### config.mk
export PLATFORM = sky130hd
export DESIGN_NAME = tal_fifo
export DESIGN_NICKNAME = d
export VERILOG_FILES = /design/src/tal_pkg.sv /design/src/tal_fifo.sv
export SDC_FILE = /design/constraint.sdc
export NUM_CORES = 1
export LEC_CHECK = 0
export BUFFER_PORTS_ARGS = -buffer_cell sky130_fd_sc_hd__buf_2
export CORE_MARGIN = 2
export CORE_UTILIZATION = 30
export DETAILED_ROUTE_END_ITERATION = 10
export PLACE_DENSITY_LB_ADDON = 0.05
export SETUP_SLACK_MARGIN = 0.15
export SYNTH_ARGS = -nofsm -noshare
export SYNTH_HDL_FRONTEND = slang
export SYNTH_SLANG_ARGS = --single-unit
### constraint.sdc
create_clock -name clk_i -period 6.3 [get_ports clk_i]
set_input_delay 0.315 -clock clk_i [delete_from_list [all_inputs] [get_ports clk_i]]
set_output_delay 0.315 -clock clk_i [all_outputs]
set_load 0.02 [all_outputs]
### src/tal_pkg.sv
`timescale 1ns / 1ps

package tal_pkg;

  localparam int DEF_MAX_TRIANGLES = 1024;
  localparam int DEF_MAX_VERTICES  = 1024;
  localparam int VTX_W             = 10;
  localparam int QUEUE_DEPTH       = 2;

  localparam logic [1:0] KIND_LOAD  = 2'd0;
  localparam logic [1:0] KIND_QUERY = 2'd1;
  localparam logic [1:0] KIND_CLEAR = 2'd2;

  typedef logic [VTX_W-1:0]        vtx_t;
  typedef logic [2:0][VTX_W-1:0]   triple_t;

  typedef enum logic [1:0] {
    OP_LOAD,
    OP_QUERY,
    OP_CLEAR,
    OP_NOP
  } op_e;

  typedef enum logic [1:0] {
    STATUS_OK         = 2'd0,
    STATUS_FULL       = 2'd1,
    STATUS_NOT_LOADED = 2'd2
  } status_e;

  typedef enum logic [3:0] {
    ST_INIT,
    ST_IDLE,
    ST_LOAD_RD,
    ST_LOAD_WR,
    ST_QRY_TRI,
    ST_QRY_HEAD,
    ST_QRY_LINK,
    ST_QRY_CHK,
    ST_CLEAR,
    ST_DONE
  } state_e;

  typedef struct packed {
    op_e        op;
    triple_t    vtx;
    logic [2:0] vtx_ok;
    vtx_t       query_triangle;
  } cmd_t;

  typedef struct packed {
    logic valid;
    cmd_t cmd;
  } cmd_beat_t;

  typedef struct packed {
    status_e               status;
    vtx_t                  assigned;
    logic [2:0][VTX_W-1:0] nb;
    logic [2:0]            fd;
  } res_t;

  function automatic vtx_t pick(triple_t t, logic [1:0] i);
    case (i)
      2'd0:    return t[0];
      2'd1:    return t[1];
      default: return t[2];
    endcase
  endfunction

  // corner that follows i around the triangle
  function automatic logic [1:0] next_corner(logic [1:0] i);
    case (i)
      2'd0:    return 2'd1;
      2'd1:    return 2'd2;
      default: return 2'd0;
    endcase
  endfunction

endpackage

### src/tal_fifo.sv
`timescale 1ns / 1ps

module tal_fifo (
  input  logic               clk_i,
  input  logic               rst_ni,
  input  tal_pkg::cmd_beat_t push_i,
  output logic               full_o,
  input  logic               pop_i,
  output tal_pkg::cmd_beat_t head_o
);

  localparam int PW = (tal_pkg::QUEUE_DEPTH > 1) ? $clog2(tal_pkg::QUEUE_DEPTH) : 1;
  localparam int FW = $clog2(tal_pkg::QUEUE_DEPTH + 1);

  tal_pkg::cmd_t mem_q [tal_pkg::QUEUE_DEPTH];
  logic [PW-1:0] wr_q, wr_d, rd_q, rd_d;
  logic [FW-1:0] fill_q, fill_d;
  logic          do_push, do_pop;

  assign full_o      = fill_q == FW'(tal_pkg::QUEUE_DEPTH);
  assign head_o.valid = fill_q != '0;
  assign head_o.cmd   = mem_q[rd_q];
  assign do_push     = push_i.valid && !full_o;
  assign do_pop      = pop_i && head_o.valid;

  always_comb begin
    wr_d   = wr_q;
    rd_d   = rd_q;
    fill_d = fill_q;
    if (do_push) begin
      wr_d = (wr_q == PW'(tal_pkg::QUEUE_DEPTH - 1)) ? '0 : wr_q + PW'(1);
    end
    if (do_pop) begin
      rd_d = (rd_q == PW'(tal_pkg::QUEUE_DEPTH - 1)) ? '0 : rd_q + PW'(1);
    end
    if (do_push && !do_pop) begin
      fill_d = fill_q + FW'(1);
    end else if (do_pop && !do_push) begin
      fill_d = fill_q - FW'(1);
    end
  end

  always_ff @(posedge clk_i or negedge rst_ni) begin
    if (!rst_ni) begin
      wr_q   <= '0;
      rd_q   <= '0;
      fill_q <= '0;
    end else begin
      wr_q   <= wr_d;
      rd_q   <= rd_d;
      fill_q <= fill_d;
    end
  end

  always_ff @(posedge clk_i) begin
    if (do_push) begin
      mem_q[wr_q] <= push_i.cmd;
    end
  end

endmodule

==> results.txt, run 1 <==
number of antenna violations at the first check in global routing: 0
largest driver fanout on the critical path: 40
number of diodes: 0
final core utilization: 0.379
maximum clock path buffer count: 2
clock insertion delay at the later pin of the skew report: 340 ps
Vias/cell: 4.17
Primary FF master, synth: sky130_fd_sc_hd__edfxtp_1
remaining number of nets flagged by the antenna check after routing: 0
fmax: 420 MHz
startpoint of the most critical register-to-register path: fill_q[0]
total power divided by cell area: 486 nW/um^2
number of instances in the synthesized netlist: 159
Crit Path Class: reg -> out
area share of the leading cell type in the synthesized netlist: 0.741
Synth Net Count: 209
largest net degree at the start of global routing: 41
Final Max Tran Viols: 0
final worst-path cycle share: 0.378
setup clock skew after layout: 4.27 ps
Clock H-tree levels: 3
CORE AREA: 12000 sq um
run status: finished, final reports clean
mapped cell area: 3650 sq um
die height: 114 microns
initial drt markers: 72
die footprint: 13100 sq um
number of setup buffers added after CTS: 0
DRC errors left: 0
final number of hold-violating endpoints: 0
via total after detailed routing: 1733
proportion of register bits with asynchronous set or reset after synthesis: 0.0426
final worst-path setup slack: 3920 ps
largest cells by area after synthesis: sky130_fd_sc_hd__edfxtp_1 (74%), sky130_fd_sc_hd__mux2_4 (16%), sky130_fd_sc_hd__dfrtp_1 (2.7%)
Hold WS: 157 ps
Hold Crit Start: push_i[20]
slew at the pin closest to its max-slew limit: 748 ps
sequential element share of the synthesized area: 0.768
effective utilization at floorplan: 0.305
synth unique cells: 16
startpoint of the worst setup timing path: rd_q
first-pass GRT wire length: 10100 microns
wirelength, routed: 6510 microns
Post-layout nets: 314
synthesized flop and latch total: 94
number of global-route vias before repair: 1921
area grow syn2layout: 24.4%
Post-Route Setup TNS: 0 ps
average cell area after synthesis: 22.9 sq um
number of sinks handled by clock tree synthesis: 94
number of gates resized after cts: 0
Setup WS pre-CTS: 4240 ps
CP required: 5980 ps
unrepaired setup endpoints after global routing: false
Setup crit end kind: output port
width of the die: 114 microns
launching element type of the critical path: flop
critical path data arrival time: 2070 ps
most used standard cells in the synthesized netlist: sky130_fd_sc_hd__edfxtp_1 (90), sky130_fd_sc_hd__mux2_4 (39), sky130_fd_sc_hd__mux2_2 (6)
TritonCTS clock tree: yes
post-layout min period: 2380 ps
hold-fix buffer count after cts: 1
layout cell share with drive strength beyond 1: 0.591
global route overflow: 0
cell at the root of the clock tree: sky130_fd_sc_hd__clkbuf_16
Top Ports: 96
hold crit path type: in -> reg
number of max-capacitance violations reported: 0
number of buffers added by the clock tree synthesis step: 9
HPWL reported at the end of detailed placement: 4160 microns
global-route usage over all layers: 0.108
most frequent cell after synthesis: sky130_fd_sc_hd__edfxtp_1
normalized max-slew margin: 0.501
number of iterations in the first detailed-routing pass: 3
yosys synthesis warning count: 0
number of setup violations in the final report: 0
post-CTS clock slew at the launch and capture registers of the worst setup and hold paths: 60 ps
Static Leakage: 1.82 nW
number of enable flip-flop cells after synthesis: 90
number of placement rows: 40
maximum vdd drop: 0.205 mV
routability congestion estimate from global placement: 0.649
routed length per placed instance: 15.6 microns
number of input and output port buffers inserted: 95
dominant cell type by area after synthesis: sky130_fd_sc_hd__edfxtp_1
==> where the power goes <==
part           leakage [nW]  switching, mW  total (mW)  internal [mW]
combinational         0.795          0.441       0.784          0.343
clock                 0.139          0.218       0.519          0.300
sequential            0.882         0.0475       0.905          0.857
total                  1.82          0.707        2.21           1.50
==> metal layers <==
layer  part of all wire  vias to the layer above  GRT usage
li1                   -                      827          -
met1               0.42                      838      0.125
met2               0.49                       55      0.169
met3              0.066                       13     0.0402
met4              0.026                        0     0.0707
met5                  0                        -          0
==> through the flow <==
step / instance area [sq um] / instances / power [mW]
after global routing: 4540 / 416 / 2.33
after CTS: 4540 / 416 / 2.26
after global placement: 4250 / 399 / 1.73
after detailed placement: 4250 / 399 / 1.73
final: 4540 / 416 / 2.21
after floorplan: 3650 / 159 / 1.54
==> flip-flops by register name, indices dropped and copies added (netlist names) <==
| signal | flops |
|---|---|
| fill_q | 2 |
| mem_q | 90 |
| rd_q | 1 |
| wr_q | 1 |
==> final timing paths <==
path,end,slack [ps],cells past startpoint
max in group asynchronous,rd_q,5860,2
hold reg to reg,fill_q[1],490,1
hold / removal,mem_q[1][20],160,1
min in group asynchronous,fill_q[1],310,2
setup / recovery,head_o[28],3920,3
setup reg to reg,mem_q[0][44],4310,4
==> cell families (layout without fill, tap and decap cells) <==
group         Yosys count  count (layout)  share of synthesized area
flops                  94              94                      0.768
mux                    45              45                      0.179
simple gates            7               7                    0.00995
buf+inv                 7             117                     0.0271
xor+xnor                5               5                     0.0120
fa+ha+maj               1               1                    0.00343
==> area by class of cell <==
| cell class | instances | area, sq um |
|---|---|---|
| fill | 1113 | 7420 |
| multi-input combinational | 58 | 754 |
| clock buffer | 9 | 225 |
| inverter | 2 | 7.51 |
| tap | 147 | 184 |
| timing repair buffer | 99 | 508 |
| sequential | 94 | 2800 |
| clock inverter | 7 | 55.1 |
==> placed cells by master (no fill, tap or decap), drive strengths merged, types with 2 or more instances in the layout <==
cell type,instances
clkbuf,9
nor2,2
inv,2
buf,98
dfrtp,4
xnor2,3
xor2,2
mux2,45
nand2,2
edfxtp,90
clkinv,6
==> critical path, stage by stage (launching register included) <==
cell,delay [ps]
sky130_fd_sc_hd__dfrtp_2,490
sky130_fd_sc_hd__buf_4,650
sky130_fd_sc_hd__mux2_2,410
sky130_fd_sc_hd__buf_2,160
Power figures use the tool's default switching activity.
==> run 2, diff against run 1 <==
clock period = 2.1 ns   (was 6.3 ns; I/O delays follow)
==> run 2 against run 1 <==
Against the previous run: worst setup slack got worse by 3500 ps; register-to-register slack got worse by 3700 ps; clock skew about the same; critical path depth unchanged; sequential power increased to 3.0 times the previous value; final cell count increased by 12%; global-route usage decreased by 0.37 points; sequential cell count unchanged; count of clock-buffer cells in the layout increased by 1; critical endpoint is now head_o[30].
==> results.txt, run 2 (same netlist as run 1, synthesis figures left out) <==
run status: finished, final reports clean
number of setup buffers added after CTS: 0
wire length on met2: 3030 microns
die height: 114 microns
cell at the root of the clock tree: sky130_fd_sc_hd__clkbuf_16
number of iterations in the first detailed-routing pass: 4
hold crit path type: in -> reg
wirelength, routed: 6480 microns
final worst-path cycle share: 0.808
largest reg by FF count: mem_q
Setup crit end kind: output port
CP required: 2000 ps
final core utilization: 0.423
total power divided by cell area: 1360 nW/um^2
launching element type of the critical path: flop
Routed met3 length: 402 microns
initial drt markers: 96
maximum clock path buffer count: 2
largest registers: mem_q (90), fill_q (2)
Routed met1 length: 2910 microns
routability congestion estimate from global placement: 0.696
number of buffers added by the clock tree synthesis step: 9
most common cell after layout, fill and taps aside: sky130_fd_sc_hd__buf_2
total non-filler cell area in the finished layout: 5060 sq um
total cell area at the placement stage: 4300 sq um
Largest register FFs: 90
HPWL reported at the end of detailed placement: 4170 microns
Hold WS: 27.7 ps
unrepaired setup endpoints after global routing: false
slowest cell delay on critical path: 470 ps
first-pass GRT wire length: 9890 microns
maximum vdd drop: 0.647 mV
Vias/cell: 4.12
number of sinks handled by clock tree synthesis: 94
number of placement rows: 40
via total after detailed routing: 1911
most frequent cells in the layout: sky130_fd_sc_hd__buf_2 (95), sky130_fd_sc_hd__edfxtp_1 (90), sky130_fd_sc_hd__dlygate4sd3_1 (46)
Clock H-tree levels: 3
number of global-route vias before repair: 1990
number of antenna violations at the first check in global routing: 0
top layer in use: met4
largest driver fanout on the critical path: 26
number of max-capacitance violations reported: 0
sum of internal, switching and leakage power: 6.86 mW
width of the die: 114 microns
Post-layout nets: 362
post-layout min period: 1700 ps
final number of hold-violating endpoints: 0
critical-path cell with the highest stage delay: sky130_fd_sc_hd__dfrtp_2
effective utilization at floorplan: 0.305
Final Max Tran Viols: 0
area grow syn2layout: 38.8%
number of setup violations in the final report: 0
Static Leakage: 2.04 nW
slew at the pin closest to its max-slew limit: 360 ps
remaining number of nets flagged by the antenna check after routing: 0
cell chain of the critical path: buf_12, mux2_2, buf_2
fmax: 589 MHz
clock insertion delay at the later pin of the skew report: 340 ps
normalized max-slew margin: 0.760
number of diodes: 0
CORE AREA: 12000 sq um
routed length per placed instance: 14.0 microns
Post-Route Setup TNS: 0 ps
global route overflow: 0
die footprint: 13100 sq um
global-route usage over all layers: 0.105
TritonCTS clock tree: yes
Crit Path Class: reg -> out
critical path data arrival time: 1590 ps
post-CTS clock slew at the launch and capture registers of the worst setup and hold paths: 60 ps
Top Ports: 96
number of input and output port buffers inserted: 95
largest net degree at the start of global routing: 27
layout cell share with drive strength beyond 1: 0.511
setup clock skew after layout: 4.30 ps
DRC errors left: 0
[run 2: cell count changes in the layout (fill, tap and decap cells not counted)]
cell,change
sky130_fd_sc_hd__buf_12,+2
sky130_fd_sc_hd__buf_4,+1
sky130_fd_sc_hd__bufinv_16,+1
sky130_fd_sc_hd__clkbuf_1,+1
sky130_fd_sc_hd__clkinv_1,-1
sky130_fd_sc_hd__clkinv_2,-1
sky130_fd_sc_hd__dlygate4sd3_1,+45
[run 2: what timing repair did]
item                                    CTS  global route
resized for setup                         0             0
endpoints found under the hold margin    94             0
endpoints found under the setup margin    0             0
hold buffers                             46             0
[run 2: critical path: cells and delay by family (launching register included)]
| kind | cells | cell delay, ps |
|---|---|---|
| flip-flops | 1 | 470 |
| multiplexers | 1 | 350 |
| buffers and inverters | 2 | 410 |
[run 2: stage by stage]
stage	worst slack (ps)	std cells
finish	403	464
detailed placement	605	402
CTS	370	464
floorplan	367	159
global route	332	464
global placement	611	402
[run 2: final cells by class]
class / count / area, sq um
Clock inverter: 6 / 76.3
Fill cell: 1092 / 6900
Inverter: 2 / 7.51
Sequential cell: 94 / 2800
Clock buffer: 10 / 229
Multi-Input combinational cell: 58 / 754
Timing Repair Buffer: 147 / 1010
Tap cell: 147 / 184
[run 2: layer usage]
metal  up-vias  global-route usage
li1        922                   -
met1       921               0.126
met2        57               0.163
met3        11              0.0397
met4         0              0.0561
met5         -                   0
[run 2: final timing paths]
| kind | from | to | slack, ps | depth (start not counted) |
|---|---|---|---|---|
| worst max-delay path | rd_q | head_o[30] | 400 | 3 |
| min in group asynchronous | rst_ni | fill_q[1] | 90 | 2 |
| worst max register to register | fill_q[0] | fill_q[1] | 600 | 7 |
| max in group asynchronous | rst_ni | rd_q | 1880 | 2 |
| worst min register to register | fill_q[1] | fill_q[1] | 500 | 1 |
| worst min-delay path | pop_i | rd_q | 30 | 3 |
[run 2: power breakdown]
group	internal [mW]	switching [mW]
logic	1.15	1.35
registers	2.57	0.140
clock network	1.03	0.622
total	4.75	2.11
==> run 3, diff against run 2 <==
clock period = 1.4 ns   (was 2.1 ns; I/O delays follow)
==> run 3 against run 2 <==
Against the previous run: the flow now finishes with violations (setup timing); clock skew increased by 4.5 ps; count of clock-buffer cells in the layout increased by 1; core utilization increased by 8.4 points; largest cell class unchanged; global-route usage grew 0.97 points; highest routed layer unchanged; critical endpoint is now head_o[43]; via count rose by 9.5%; worst setup slack got worse by 570 ps.
==> results.txt, run 3 (same netlist as run 1, synthesis figures left out) <==
wirelength, routed: 7950 microns
FF-to-FF End: mem_q[0][21]
most common cell after layout, fill and taps aside: sky130_fd_sc_hd__edfxtp_1
fmax: 638 MHz
unrepaired setup endpoints after global routing: true
largest registers: mem_q (90), fill_q (2)
hold crit path type: in -> async
run status: finished, violations left
number of diodes: 0
Static Leakage: 2.46 nW
kind of cell adding the most delay to the critical path: buffers and inverters
Hold WS: 82.8 ps
startpoint of the most critical register-to-register path: fill_q[0]
width of the die: 114 microns
effective utilization at floorplan: 0.305
slowest cell delay on critical path: 410 ps
number of max-capacitance violations reported: 0
final core utilization: 0.507
final worst-path cycle share: 1.12
number of antenna violations at the first check in global routing: 0
CORE AREA: 12000 sq um
first-pass GRT wire length: 11100 microns
Largest register FFs: 90
Setup crit end kind: output port
number of input and output port buffers inserted: 95
cell at the root of the clock tree: sky130_fd_sc_hd__clkbuf_16
CP required: 1330 ps
TritonCTS clock tree: yes
FF-to-FF setup slack: 30 ps
Clock H-tree levels: 3
Vias/cell: 4.21
final number of hold-violating endpoints: 0
number of buffers added by the clock tree synthesis step: 9
post-CTS clock slew at the launch and capture registers of the worst setup and hold paths: 60 ps
die height: 114 microns
setup clock skew after layout: 8.80 ps
layout cell share with drive strength beyond 1: 0.591
via total after detailed routing: 2092
total power divided by cell area: 2140 nW/um^2
Post-Route Setup TNS: -6710 ps
global-route usage over all layers: 0.114
number of placement rows: 40
number of setup violations in the final report: 45
sum of internal, switching and leakage power: 13.0 mW
most frequent cells in the layout: sky130_fd_sc_hd__edfxtp_1 (90), sky130_fd_sc_hd__buf_6 (53), sky130_fd_sc_hd__buf_2 (49)
critical-path cell with the highest stage delay: sky130_fd_sc_hd__dfrtp_2
Final Max Tran Viols: 0
Inst Count DP: 405
cell chain of the critical path: buf_12, clkbuf_16, mux2_4, buf_6
slew at the pin closest to its max-slew limit: 171 ps
area grow syn2layout: 66.2%
DRC errors left: 0
failing checks: setup timing
number of global-route vias before repair: 2082
global route overflow: 0
initial drt markers: 60
largest driver fanout on the critical path: 8
number of buffers and inverters on the critical path: 3
routability congestion estimate from global placement: 0.635
HPWL reported at the end of detailed placement: 4370 microns
number of sinks handled by clock tree synthesis: 94
largest net degree at the start of global routing: 25
remaining number of nets flagged by the antenna check after routing: 0
Crit Path Class: reg -> out
number of filler cells placed in the layout: 1022
Top Ports: 96
largest reg by FF count: mem_q
maximum vdd drop: 0.933 mV
maximum clock path buffer count: 2
clock insertion delay at the later pin of the skew report: 330 ps
critical path data arrival time: 1500 ps
non-filler instance count after layout: 497
number of iterations in the first detailed-routing pass: 4
die footprint: 13100 sq um
routed length per placed instance: 16.0 microns
normalized max-slew margin: 0.886
launching element type of the critical path: flop
Worst Reg-to-Reg Cells: 6
Post-layout nets: 395
post-layout min period: 1570 ps
final worst-path setup slack: -169 ps
run 3: cell types whose count changed in the layout (fill, tap and decap cells not counted), sizes merged:
cell	delta
clkbuf	+8
buf	+26
clkinvlp	+1
bufinv	-1
clkinv	-1
run 3: per-layer routing:
| metal | part of all wire | track usage | vias to the layer above |
|---|---|---|---|
| met2 | 0.52 | 0.192 | 59 |
| met1 | 0.43 | 0.140 | 1036 |
| met5 | 0 | 0 | - |
| met3 | 0.043 | 0.0344 | 5 |
| met4 | 0.0091 | 0.0415 | 0 |
| li1 | - | - | 992 |
run 3: area by class of cell:
| cell class | instances | area, sq um | area share |
|---|---|---|---|
| flip-flops and latches | 94 | 2810 | 0.463 |
| repair buffers | 180 | 1940 | 0.321 |
| multi-input cells | 58 | 818 | 0.135 |
| clock buffers | 11 | 243 | 0.0400 |
| well taps | 147 | 184 | 0.0303 |
| clock inverters | 5 | 60.1 | 0.00991 |
| inverters | 2 | 7.51 | 0.00124 |
run 3: power breakdown:
part	switching, mW	leakage, nW	internal (mW)
logic	2.69	1.43	3.80
registers	0.185	0.881	3.85
clock network	0.986	0.146	1.44
total	3.86	2.46	9.09
run 3: how the worst max path moves through the flow:
stage	start	to	slack (ps)	depth (start not counted)
2_1_floorplan	fill_q[0]	mem_q[0][0]	-290	3
3_5_place_dp	fill_q[1]	fill_q[1]	4	6
4_1_cts	rd_q	head_o[22]	-190	3
3_3_place_gp	fill_q[1]	fill_q[1]	40	6
5_1_grt	rd_q	head_o[43]	-220	4
6_report	rd_q	head_o[43]	-170	4
run 3: through the flow:
stage,setup WS (ps),instance area (sq um)
3_3_place_gp,40.4,4400
4_1_cts,-189,5590
2_1_floorplan,-289,3670
5_1_grt,-220,6060
6_report,-169,6060
3_5_place_dp,4.29,4400
run 3: repair_timing:
| item | in CTS | in global routing |
|---|---|---|
| endpoints found under the hold margin | 94 | 0 |
| cloned | 6 | 9 |
| gates resized for setup | 52 | 67 |
| pin swaps | 7 | 3 |
| endpoints found under the setup margin | 138 | 138 |
| hold buffers | 46 | 0 |
| buffers inserted | 10 | 5 |
run 3: worst reg2reg max path: stages, from the launching register on:
cell	delay [ps]
sky130_fd_sc_hd__dfrtp_1	370
sky130_fd_sc_hd__nand2b_4	160
sky130_fd_sc_hd__nand2_4	60
sky130_fd_sc_hd__nor2_4	150
sky130_fd_sc_hd__buf_6	150
sky130_fd_sc_hd__buf_6	100
sky130_fd_sc_hd__buf_12	110
